[config.mk]
export PLATFORM = sky130hd
export DESIGN_NAME = gain_highpass_shelf_gate_unit
export DESIGN_NICKNAME = d
export VERILOG_FILES = /design/src/hdl/gpsg_pkg.sv /design/src/hdl/gpsg_hist_ram.sv /design/src/hdl/gpsg_mul.sv /design/src/hdl/gpsg_core.sv /design/src/hdl/gain_highpass_shelf_gate_unit.sv
export SDC_FILE = /design/constraint.sdc
export NUM_CORES = 2
export LEC_CHECK = 0
export ABC_AREA = 1
export BUFFER_PORTS_ARGS = -buffer_cell sky130_fd_sc_hd__buf_2
export CAP_MARGIN = 20
export CORE_ASPECT_RATIO = 1.2
export CORE_UTILIZATION = 65
export CTS_CLUSTER_DIAMETER = 200
export DETAILED_ROUTE_END_ITERATION = 7
export HOLD_SLACK_MARGIN = 0.08
export PLACE_DENSITY = 0.91
export SYNTH_ARGS = -nofsm -noshare
export SYNTH_HDL_FRONTEND = slang
export SYNTH_SLANG_ARGS = --single-unit
[constraint.sdc]
create_clock -name clk -period 9.7 [get_ports clk]
set_input_delay 1.94 -clock clk [delete_from_list [all_inputs] [get_ports clk]]
set_output_delay 1.94 -clock clk [all_outputs]
set_load 0.02 [all_outputs]
[src/hdl/gpsg_pkg.sv]
// Shared constants, configuration struct and helper functions for the
// gain / high-pass / shelf / gate unit. No dependencies.
`timescale 1ns / 1ps
`default_nettype none

package gpsg_pkg;

  localparam int MAX_STAGES = 4;
  localparam int COEF_F     = 16;
  localparam int STG_W      = (MAX_STAGES > 1) ? $clog2(MAX_STAGES) : 1;

  localparam int SAMPLE_W   = 16;
  localparam int GAIN_W     = 7;
  localparam int ALPHA_W    = COEF_F;
  localparam int SHELF_W    = COEF_F + 1;
  localparam int CNT_W      = 3;
  localparam int THR_W      = 15;
  localparam int CFG_IDX_W  = 3;
  localparam int CFG_DATA_W = 17;

  localparam int SCALED_W   = SAMPLE_W + GAIN_W + 1;
  localparam int HIST_W     = 32;
  localparam int ENTRY_W    = 2 * HIST_W;
  localparam int DIFF_W     = HIST_W + 2;
  localparam int CHUNK_W    = DIFF_W / 2;
  localparam int OPD_W      = CHUNK_W + 1;
  localparam int COEF_W     = COEF_F + 1;
  localparam int PROD_W     = COEF_W + 1 + OPD_W;
  localparam int SUM_W      = PROD_W + CHUNK_W + 1;
  localparam int QUO_W      = SUM_W - COEF_F;
  localparam int Z_W        = QUO_W + 1;
  localparam int RES_W      = Z_W - 8;

  localparam logic [CFG_IDX_W-1:0] REG_GAIN   = 3'd0;
  localparam logic [CFG_IDX_W-1:0] REG_ALPHA  = 3'd1;
  localparam logic [CFG_IDX_W-1:0] REG_STAGES = 3'd2;
  localparam logic [CFG_IDX_W-1:0] REG_SHELF  = 3'd3;
  localparam logic [CFG_IDX_W-1:0] REG_GATE   = 3'd4;

  typedef struct packed {
    logic [GAIN_W-1:0]  gain;
    logic [ALPHA_W-1:0] alpha;
    logic [STG_W-1:0]   last_stage;
    logic [SHELF_W-1:0] shelf;
    logic [THR_W-1:0]   gate_thr;
  } cfg_t;

  function automatic logic [STG_W-1:0] last_stage_of(input logic [CNT_W-1:0] cnt);
    logic [STG_W-1:0] r;
    if (cnt == '0) begin
      r = '0;
    end else if (int'(cnt) > MAX_STAGES) begin
      r = STG_W'(MAX_STAGES - 1);
    end else begin
      r = STG_W'(cnt - CNT_W'(1));
    end
    return r;
  endfunction

  function automatic logic [SHELF_W-1:0] shelf_clamp(input logic [SHELF_W-1:0] v);
    logic [SHELF_W-1:0] one;
    one = SHELF_W'(1) << COEF_F;
    return (v > one) ? one : v;
  endfunction

endpackage

`default_nettype wire

[src/hdl/gpsg_hist_ram.sv]
// Generic single-port-write, single-port-read synchronous RAM with a registered
// read port. Holds the per-stage filter history. No dependencies.
`timescale 1ns / 1ps
`default_nettype none

module gpsg_hist_ram #(
  parameter int WIDTH = 64,
  parameter int DEPTH = 4
) (
  input  wire logic                                   clk,
  input  wire logic                                   wr_en,
  input  wire logic [((DEPTH > 1) ? $clog2(DEPTH) : 1)-1:0] wr_addr,
  input  wire logic [WIDTH-1:0]                       wr_data,
  input  wire logic                                   rd_en,
  input  wire logic [((DEPTH > 1) ? $clog2(DEPTH) : 1)-1:0] rd_addr,
  output logic      [WIDTH-1:0]                       rd_data
);

  logic [WIDTH-1:0] mem [DEPTH];

  always_ff @(posedge clk) begin
    if (wr_en) begin
      mem[wr_addr] <= wr_data;
    end
  end

  always_ff @(posedge clk) begin
    if (rd_en) begin
      rd_data <= mem[rd_addr];
    end
  end

endmodule

`default_nettype wire

[src/hdl/gpsg_mul.sv]
// Shared registered multiplier: unsigned coefficient times one signed
// chunk of a difference. Uses gpsg_pkg.
`timescale 1ns / 1ps
`default_nettype none

module gpsg_mul (
  input  wire logic                                clk,
  input  wire logic        [gpsg_pkg::COEF_W-1:0]  coef,
  input  wire logic signed [gpsg_pkg::OPD_W-1:0]   opd,
  output logic signed      [gpsg_pkg::PROD_W-1:0]  prod_r
);

  logic signed [gpsg_pkg::COEF_W:0]   coef_s;
  logic signed [gpsg_pkg::PROD_W-1:0] prod_nxt;

  assign coef_s   = $signed({1'b0, coef});
  assign prod_nxt = coef_s * opd;

  always_ff @(posedge clk) begin
    prod_r <= prod_nxt;
  end

endmodule

`default_nettype wire

[src/hdl/gpsg_core.sv]
// Sequencer and datapath: gain, per-stage read-modify-write of history,
// shelf blend, saturation, gate and output register. Uses gpsg_pkg.
`timescale 1ns / 1ps
`default_nettype none

module gpsg_core (
  input  wire logic                                  clk,
  input  wire logic                                  rst_n,
  input  wire gpsg_pkg::cfg_t                        cfg,
  input  wire logic                                  hist_clr,
  input  wire logic                                  in_valid,
  output logic                                       in_ready,
  input  wire logic signed [gpsg_pkg::SAMPLE_W-1:0]  in_sample_in,
  input  wire logic                                  in_block_end,
  output logic                                       out_valid,
  input  wire logic                                  out_ready,
  output logic signed      [gpsg_pkg::SAMPLE_W-1:0]  out_sample_out,
  output logic                                       out_block_end_out,
  output logic                                       mem_rd_en,
  output logic             [gpsg_pkg::STG_W-1:0]     mem_rd_addr,
  input  wire logic        [gpsg_pkg::ENTRY_W-1:0]   mem_rd_data,
  output logic                                       mem_wr_en,
  output logic             [gpsg_pkg::STG_W-1:0]     mem_wr_addr,
  output logic             [gpsg_pkg::ENTRY_W-1:0]   mem_wr_data,
  output logic             [gpsg_pkg::COEF_W-1:0]    mul_coef,
  output logic signed      [gpsg_pkg::OPD_W-1:0]     mul_opd,
  input  wire logic signed [gpsg_pkg::PROD_W-1:0]    mul_prod
);

  typedef enum logic [2:0] {
    S_IDLE,
    S_DIFF,
    S_MLO,
    S_MHI,
    S_RND,
    S_OUT
  } state_t;

  localparam logic signed [gpsg_pkg::SUM_W-1:0] HALF =
    gpsg_pkg::SUM_W'(1) <<< (gpsg_pkg::COEF_F - 1);

  state_t                                       state_r;
  logic                                         shelf_r;
  logic        [gpsg_pkg::STG_W-1:0]            k_r;
  logic signed [gpsg_pkg::HIST_W-1:0]           x_r;
  logic signed [gpsg_pkg::HIST_W-1:0]           y_r;
  logic signed [gpsg_pkg::DIFF_W-1:0]           d_r;
  logic signed [gpsg_pkg::PROD_W-1:0]           plo_r;
  logic signed [gpsg_pkg::RES_W-1:0]            res_r;
  logic                                         blk_r;
  logic        [gpsg_pkg::MAX_STAGES-1:0]       vld_r;
  logic                                         rd_vld_r;
  logic                                         out_valid_r;
  logic signed [gpsg_pkg::SAMPLE_W-1:0]         out_sample_r;
  logic                                         out_blk_r;

  logic                                         in_acc;
  logic signed [gpsg_pkg::SCALED_W-1:0]         s_nxt;
  logic signed [gpsg_pkg::HIST_W-1:0]           x_nxt;
  logic signed [gpsg_pkg::HIST_W-1:0]           h_in;
  logic signed [gpsg_pkg::HIST_W-1:0]           h_out;
  logic signed [gpsg_pkg::DIFF_W-1:0]           d_nxt;
  logic signed [gpsg_pkg::CHUNK_W-1:0]          d_hi;
  logic signed [gpsg_pkg::SUM_W-1:0]            p_sum;
  logic signed [gpsg_pkg::SUM_W-1:0]            p_rnd;
  logic signed [gpsg_pkg::QUO_W-1:0]            q;
  logic signed [gpsg_pkg::HIST_W-1:0]           o_sat;
  logic signed [gpsg_pkg::Z_W-1:0]              z;
  logic signed [gpsg_pkg::Z_W-1:0]              z_adj;
  logic signed [gpsg_pkg::RES_W-1:0]            z_int;
  logic signed [gpsg_pkg::SAMPLE_W-1:0]         s16;
  logic        [gpsg_pkg::SAMPLE_W:0]           mag;
  logic signed [gpsg_pkg::SAMPLE_W-1:0]         gated;
  logic                                         last_stage;
  logic                                         out_load;

  assign in_ready  = (state_r == S_IDLE);
  assign in_acc    = in_valid && in_ready;
  assign out_valid = out_valid_r;
  assign out_sample_out    = out_sample_r;
  assign out_block_end_out = out_blk_r;

  assign s_nxt = in_sample_in * $signed({1'b0, cfg.gain});
  assign x_nxt = {s_nxt, 8'b0};

  assign h_in  = rd_vld_r ? $signed(mem_rd_data[gpsg_pkg::ENTRY_W-1:gpsg_pkg::HIST_W]) : '0;
  assign h_out = rd_vld_r ? $signed(mem_rd_data[gpsg_pkg::HIST_W-1:0]) : '0;
  assign d_nxt = shelf_r
    ? gpsg_pkg::DIFF_W'(x_r) - gpsg_pkg::DIFF_W'(y_r)
    : gpsg_pkg::DIFF_W'(h_out) + gpsg_pkg::DIFF_W'(y_r) - gpsg_pkg::DIFF_W'(h_in);

  assign d_hi     = d_r[gpsg_pkg::DIFF_W-1:gpsg_pkg::CHUNK_W];
  assign mul_coef = shelf_r ? cfg.shelf : gpsg_pkg::COEF_W'(cfg.alpha);
  assign mul_opd  = (state_r == S_MLO) ? $signed({1'b0, d_r[gpsg_pkg::CHUNK_W-1:0]})
                                       : gpsg_pkg::OPD_W'(d_hi);

  // round to nearest, ties away from zero, then drop the fraction
  assign p_sum = (gpsg_pkg::SUM_W'(mul_prod) <<< gpsg_pkg::CHUNK_W) + gpsg_pkg::SUM_W'(plo_r);
  assign p_rnd = p_sum + HALF - $signed({{(gpsg_pkg::SUM_W-1){1'b0}}, p_sum[gpsg_pkg::SUM_W-1]});
  assign q     = gpsg_pkg::QUO_W'(p_rnd >>> gpsg_pkg::COEF_F);

  always_comb begin
    if (q[gpsg_pkg::QUO_W-1:gpsg_pkg::HIST_W-1] == '0 ||
        q[gpsg_pkg::QUO_W-1:gpsg_pkg::HIST_W-1] == '1) begin
      o_sat = q[gpsg_pkg::HIST_W-1:0];
    end else begin
      o_sat = q[gpsg_pkg::QUO_W-1] ? {1'b1, {(gpsg_pkg::HIST_W-1){1'b0}}}
                                   : {1'b0, {(gpsg_pkg::HIST_W-1){1'b1}}};
    end
  end

  assign z     = gpsg_pkg::Z_W'(y_r) + gpsg_pkg::Z_W'(q);
  assign z_adj = z + (z[gpsg_pkg::Z_W-1] ? gpsg_pkg::Z_W'(255) : gpsg_pkg::Z_W'(0));
  assign z_int = gpsg_pkg::RES_W'(z_adj >>> 8);

  always_comb begin
    if (res_r[gpsg_pkg::RES_W-1:gpsg_pkg::SAMPLE_W-1] == '0 ||
        res_r[gpsg_pkg::RES_W-1:gpsg_pkg::SAMPLE_W-1] == '1) begin
      s16 = res_r[gpsg_pkg::SAMPLE_W-1:0];
    end else begin
      s16 = res_r[gpsg_pkg::RES_W-1] ? {1'b1, {(gpsg_pkg::SAMPLE_W-1){1'b0}}}
                                     : {1'b0, {(gpsg_pkg::SAMPLE_W-1){1'b1}}};
    end
    mag   = s16[gpsg_pkg::SAMPLE_W-1] ? -{1'b1, s16} : {1'b0, s16};
    gated = (cfg.gate_thr != '0 && mag < (gpsg_pkg::SAMPLE_W+1)'(cfg.gate_thr)) ? '0 : s16;
  end

  assign last_stage = (k_r == cfg.last_stage);
  assign out_load   = (state_r == S_OUT) && (!out_valid_r || out_ready);

  assign mem_rd_en   = in_acc || (state_r == S_RND && !shelf_r && !last_stage);
  assign mem_rd_addr = in_acc ? '0 : k_r + gpsg_pkg::STG_W'(1);
  assign mem_wr_en   = (state_r == S_RND) && !shelf_r;
  assign mem_wr_addr = k_r;
  assign mem_wr_data = {y_r, o_sat};

  always_ff @(posedge clk) begin
    if (!rst_n) begin
      state_r     <= S_IDLE;
      shelf_r     <= 1'b0;
      k_r         <= '0;
      vld_r       <= '0;
      rd_vld_r    <= 1'b0;
      out_valid_r <= 1'b0;
    end else begin
      if (hist_clr) begin
        vld_r <= '0;
      end else if (mem_wr_en) begin
        vld_r[mem_wr_addr] <= 1'b1;
      end
      if (mem_rd_en) begin
        rd_vld_r <= vld_r[mem_rd_addr];
      end
      if (out_load) begin
        out_valid_r  <= 1'b1;
        out_sample_r <= gated;
        out_blk_r    <= blk_r;
      end else if (out_ready) begin
        out_valid_r <= 1'b0;
      end

      unique case (state_r)
        S_IDLE: begin
          if (in_acc) begin
            x_r     <= x_nxt;
            y_r     <= x_nxt;
            res_r   <= gpsg_pkg::RES_W'(s_nxt);
            blk_r   <= in_block_end;
            k_r     <= '0;
            shelf_r <= 1'b0;
            state_r <= (cfg.alpha == '0) ? S_OUT : S_DIFF;
          end
        end
        S_DIFF: begin
          d_r     <= d_nxt;
          state_r <= S_MLO;
        end
        S_MLO: begin
          state_r <= S_MHI;
        end
        S_MHI: begin
          plo_r   <= mul_prod;
          state_r <= S_RND;
        end
        S_RND: begin
          if (shelf_r) begin
            res_r   <= z_int;
            state_r <= S_OUT;
          end else begin
            y_r     <= o_sat;
            state_r <= S_DIFF;
            if (last_stage) begin
              shelf_r <= 1'b1;
            end else begin
              k_r <= k_r + gpsg_pkg::STG_W'(1);
            end
          end
        end
        S_OUT: begin
          if (out_load) begin
            state_r <= S_IDLE;
          end
        end
        default: begin
          state_r <= S_IDLE;
        end
      endcase
    end
  end

endmodule

`default_nettype wire

[src/hdl/gain_highpass_shelf_gate_unit.sv]
// Top level: configuration registers, sequencer core, history RAM and
// shared multiplier. Uses gpsg_pkg, gpsg_core, gpsg_hist_ram, gpsg_mul.
//
//   channel  direction  handshake           payload
//   in_      input      in_valid/in_ready   in_sample_in, in_block_end
//   out_     output     out_valid/out_ready out_sample_out, out_block_end_out
//   cfg_     input      cfg_write_en        cfg_index, cfg_data
//
// One sample at a time. With the high-pass coefficient non-zero each of the N
// stages in use reads its history entry, forms the difference and passes two halves
// through the shared 18x18 multiplier before rounding and write-back; the shelf
// blend uses the same path once more. With the coefficient zero a sample goes
// straight to the output state.
// Synchronous reset clears control state and the history valid bits; there
// is no clearing pass. A waiting result in the output register holds the
// core in its final state but not the next acceptance before that.
`timescale 1ns / 1ps
`default_nettype none

module gain_highpass_shelf_gate_unit (
  input  wire logic                                  clk,
  input  wire logic                                  rst_n,
  input  wire logic                                  in_valid,
  output logic                                       in_ready,
  input  wire logic signed [gpsg_pkg::SAMPLE_W-1:0]  in_sample_in,
  input  wire logic                                  in_block_end,
  output logic                                       out_valid,
  input  wire logic                                  out_ready,
  output logic signed      [gpsg_pkg::SAMPLE_W-1:0]  out_sample_out,
  output logic                                       out_block_end_out,
  input  wire logic                                  cfg_write_en,
  input  wire logic        [gpsg_pkg::CFG_IDX_W-1:0] cfg_index,
  input  wire logic        [gpsg_pkg::CFG_DATA_W-1:0] cfg_data
);

  logic [gpsg_pkg::GAIN_W-1:0]  gain_r;
  logic [gpsg_pkg::ALPHA_W-1:0] alpha_r;
  logic [gpsg_pkg::CNT_W-1:0]   stages_r;
  logic [gpsg_pkg::SHELF_W-1:0] shelf_r;
  logic [gpsg_pkg::THR_W-1:0]   gate_r;

  gpsg_pkg::cfg_t                        cfg;
  logic                                  hist_clr;
  logic                                  mem_rd_en;
  logic [gpsg_pkg::STG_W-1:0]            mem_rd_addr;
  logic [gpsg_pkg::ENTRY_W-1:0]          mem_rd_data;
  logic                                  mem_wr_en;
  logic [gpsg_pkg::STG_W-1:0]            mem_wr_addr;
  logic [gpsg_pkg::ENTRY_W-1:0]          mem_wr_data;
  logic [gpsg_pkg::COEF_W-1:0]           mul_coef;
  logic signed [gpsg_pkg::OPD_W-1:0]     mul_opd;
  logic signed [gpsg_pkg::PROD_W-1:0]    mul_prod;

  always_ff @(posedge clk) begin
    if (!rst_n) begin
      gain_r   <= gpsg_pkg::GAIN_W'(1);
      alpha_r  <= '0;
      stages_r <= gpsg_pkg::CNT_W'(1);
      shelf_r  <= '0;
      gate_r   <= '0;
    end else if (cfg_write_en) begin
      unique case (cfg_index)
        gpsg_pkg::REG_GAIN:   gain_r   <= cfg_data[gpsg_pkg::GAIN_W-1:0];
        gpsg_pkg::REG_ALPHA:  alpha_r  <= cfg_data[gpsg_pkg::ALPHA_W-1:0];
        gpsg_pkg::REG_STAGES: stages_r <= cfg_data[gpsg_pkg::CNT_W-1:0];
        gpsg_pkg::REG_SHELF:  shelf_r  <= cfg_data[gpsg_pkg::SHELF_W-1:0];
        gpsg_pkg::REG_GATE:   gate_r   <= cfg_data[gpsg_pkg::THR_W-1:0];
        default: begin
        end
      endcase
    end
  end

  // any filter register write drops all stage history
  assign hist_clr = cfg_write_en && (cfg_index == gpsg_pkg::REG_ALPHA ||
                                     cfg_index == gpsg_pkg::REG_STAGES ||
                                     cfg_index == gpsg_pkg::REG_SHELF);

  always_comb begin
    cfg.gain       = gain_r;
    cfg.alpha      = alpha_r;
    cfg.last_stage = gpsg_pkg::last_stage_of(stages_r);
    cfg.shelf      = gpsg_pkg::shelf_clamp(shelf_r);
    cfg.gate_thr   = gate_r;
  end

  gpsg_core u_core (
    .clk               (clk),
    .rst_n             (rst_n),
    .cfg               (cfg),
    .hist_clr          (hist_clr),
    .in_valid          (in_valid),
    .in_ready          (in_ready),
    .in_sample_in      (in_sample_in),
    .in_block_end      (in_block_end),
    .out_valid         (out_valid),
    .out_ready         (out_ready),
    .out_sample_out    (out_sample_out),
    .out_block_end_out (out_block_end_out),
    .mem_rd_en         (mem_rd_en),
    .mem_rd_addr       (mem_rd_addr),
    .mem_rd_data       (mem_rd_data),
    .mem_wr_en         (mem_wr_en),
    .mem_wr_addr       (mem_wr_addr),
    .mem_wr_data       (mem_wr_data),
    .mul_coef          (mul_coef),
    .mul_opd           (mul_opd),
    .mul_prod          (mul_prod)
  );

  gpsg_hist_ram #(
    .WIDTH (gpsg_pkg::ENTRY_W),
    .DEPTH (gpsg_pkg::MAX_STAGES)
  ) u_ram (
    .clk     (clk),
    .wr_en   (mem_wr_en),
    .wr_addr (mem_wr_addr),
    .wr_data (mem_wr_data),
    .rd_en   (mem_rd_en),
    .rd_addr (mem_rd_addr),
    .rd_data (mem_rd_data)
  );

  gpsg_mul u_mul (
    .clk    (clk),
    .coef   (mul_coef),
    .opd    (mul_opd),
    .prod_r (mul_prod)
  );

endmodule

`default_nettype wire

==> results.yml <==
synthesis:
  synth_seq_area_share_pct: 34.1
  synth-edff-count: 495
  yosysWarnings: 0
  syn_area_sq_um: 49800
  ys.flop_type: "edfxtp_1"
  synth-seq-cells: 601
  yosys.cell_types.count: 64
  async_flop_share_pct: 0
  syn_inst: 5872
  syn_avg_cell_area_sq_um: 8.48
  syn-num-nets: 6661
sta:
  clock_skew_ns: 0.0399
  period_needed_ns: 9.04
  setup_viol: 0
  tns_ns: 0
  hold_violations: 0
  worst_pin_slew_ns: 1.22
  slew_headroom_pct: 18.8
  fin_crit_sh_pct: 93.2
  rsz0062_at_grt: "no"
  slew_violations: 0
  fmax_mhz: 111
outcome:
  status: "finished, violations left"
  violations: "DRC"
cts:
  cts_sinks: 601
  insertion_delay_ns: 0.67
  cts_tree: "yes"
  cts_hold_buffers: 0
  cts.clk_slew.worst_paths_ns: 0.07
  cts_max_level: 2
  cts-resized-gates: 0
  cts_post_setup_buffers_inserted: 0
  cts_buffer_depth: 3
  cts_buffers: 60
  root_buffer: "clkbuf_16"
placement:
  port_buffers: 60
  gp_congestion: 1.15
  place_area_sq_um: 51100
  dpl.hpwl_um: 114000
  dp.cells: 6834
grt:
  first_global_vias: 43100
  grt_overflow: 0
  antenna_found_initial: 5
  grt_use_total_pct: 39.5
  grt_pass1_wl_um: 234000
  grt_max_degree: 73
hold_path:
  min_from: "u_mul.prod_r[4]"
  min_to: "u_core.plo_r[4]"
  hold_path_depth: 0
  worstHoldPathType: "register to register"
die:
  die_area_sq_um: 77700
  die_h_um: 305
  initial_utilization_pct: 66.0
  die_w_um: 255
  ios: 61
  core_area_sq_um: 75400
  rows: 110
worst_setup_path:
  cp.arrival_ns: 9.60
  critPathKind: "register to register"
  path_common_cell: "inv_1"
  max_stage_delay_ns: 0.72
  r2r_cells: 32
  cp-end-kind: "register"
  cp-start-kind: "register"
  cp_max_fo: 20
  cpMaxStageDelayCell: "o21ai_0"
  timing.rr.end: "u_mul.prod_r[34]"
  regToRegSetupSlack_ns: 0.66
  r2r_start: "u_core.state_r[2]"
  cp.required_ns: 10.26
detailed_routing:
  drt_wl_total_um: 152000
  avgViaCountPerCell: 6.15
  firstDrtPassIters: 8
  ant_nets: 0
  drc: 7
  vias: 42700
  routedWlPerCell_um: 21.9
  drt_iter0_markers: 5925
final_layout:
  finalCoreUtilization_pct: 70.8
  final_cell_area_sq_um: 53400
  syn_to_final_growth_pct: 7.25
  drive_gt1_share_pct: 6.23
  nets: 6680
  finalNonFillerCells: 6951
run:
  cap_violations: 0
[Yosys cell counts (4+ instances only)]
library cell,instances,area [sq um]
nand3_2,7,70.1
nor3_2,4,40.0
a211oi_1,16,120
edfxtp_1,495,14900
nand2_2,6,37.5
inv_1,1087,4080
clkinv_1,4,15.0
dfxtp_1,106,2120
o31ai_1,77,578
xnor2_1,62,543
a21oi_1,357,1790
a21o_1,19,143
o211ai_1,75,563
nand3b_1,8,60.1
nand2_1,1210,4540
clkbuf_1,129,484
a21boi_1,4,30.0
a21boi_0,13,97.6
a221oi_1,5,43.8
fa_1,360,7210
nor4_1,23,144
o21a_1,26,195
nand3_1,138,691
o21bai_1,19,143
or2_2,86,538
a31oi_1,37,231
o21ai_0,261,1310
o221ai_1,6,52.6
buf_4,7,52.6
ha_1,387,4840
nor2_1,563,2110
o21ai_1,19,95.1
inv_2,12,45.0
buf_1,9,33.8
nor3_1,37,185
xor2_1,119,1040
nand4_1,35,219
a21oi_2,4,35.0
[critical path: cells and delay by family, from the launching register on]
family	cells	cell delay [ns]
AND/OR/NAND/NOR	10	1.81
AO/OA/AOI/OAI	5	1.65
buffers and inverters	9	1.63
flip-flops	1	0.39
adder cells (fa/ha/maj)	7	3.22
XOR/XNOR	1	0.21
[cell type report]
type                    count  area, sq um
inverters                1103         4150
clock buffers              76         1750
well taps                1008         1260
clock inverters            37          445
multi-input cells        4018        28100
diodes                      1         2.50
flip-flops and latches    601        17000
fillers                  5350        22000
repair buffers            107          686
[cells in the final DEF, fill, tap and decap left out, types with 44 or more instances in the layout]
cell type,netlist,routed
ha_1,387,387
fa_1,360,360
xnor2_1,62,62
nor2_1,563,559
nand3_1,138,138
o211ai_1,75,75
o31ai_1,77,77
a21oi_1,357,357
edfxtp_1,495,495
xor2_1,119,119
or2_2,86,86
buf_4,7,44
dfxtp_1,106,104
o21ai_0,261,261
clkbuf_16,0,65
nand2_1,1210,1208
buf_2,3,60
inv_1,1087,1082
[worst max-delay path by stage]
stage,startpoint,endpoint,slack [ns],cells past startpoint
4_1_cts,u_core.state_r[1],u_mul.prod_r[34],0.93,33
6_report,u_core.state_r[2],u_mul.prod_r[34],0.66,32
2_1_floorplan,shelf_r[7],u_mul.prod_r[34],2.55,32
3_5_place_dp,u_core.state_r[1],u_mul.prod_r[34],1.01,33
3_3_place_gp,u_core.state_r[1],u_mul.prod_r[34],1.16,33
5_1_grt,u_core.state_r[1],u_mul.prod_r[34],0.01,33
[cell families (layout without fill, tap and decap cells)]
| group | after synthesis | count (layout) | synth area share [%] |
|---|---|---|---|
| and+or+nand+nor | 2133 | 2133 | 17.6 |
| AOI/OAI and AO/OA | 955 | 955 | 11.2 |
| DFF | 601 | 601 | 34.1 |
| buffers and inverters | 1253 | 1323 | 9.54 |
| muxes | 1 | 1 | 0.0226 |
| xor gates and xnor gates | 182 | 182 | 3.22 |
| other | 0 | 1 | 0 |
| adders and majority gates | 747 | 747 | 24.2 |
[sequential cells by signal (all words and copies together) (netlist names)]
signal,count
u_ram.mem,256
u_mul.prod_r,36
u_core.state_r,3
u_core.x_r,24
alpha_r,16
shelf_r,17
u_core.rd_vld_r,1
u_core.d_r,34
u_core.y_r,32
u_core.plo_r,36
u_core.mem_wr_addr,2
stages_r,3
u_core.res_r,31
gate_r,15
u_ram.rd_data,64
u_core.out_valid,1
u_core.out_sample_out,16
u_core.blk_r,1
u_core.out_block_end_out,1
u_core.vld_r,4
u_core.shelf_r,1
gain_r,7
[layer usage]
metal	global-route usage (%)	wire [um]	vias to the layer above
met5	0.317	41	-
met1	46.5	50800	20000
met4	31.9	15100	6
li1	-	-	19000
met2	62.1	68300	2891
met3	8.65	17700	891
[stage by stage]
stage	setup slack [ns]	hold WS (ns)
2_1_floorplan	2.55	0.400
3_3_place_gp	1.16	0.404
3_5_place_dp	1.01	0.422
4_1_cts	0.928	0.439
5_1_grt	0.0138	0.442
6_report	0.657	0.436
Power is left out: the tool's default activity adds up to more than one toggle a clock period on the data nets, which glitch-free logic cannot reach.
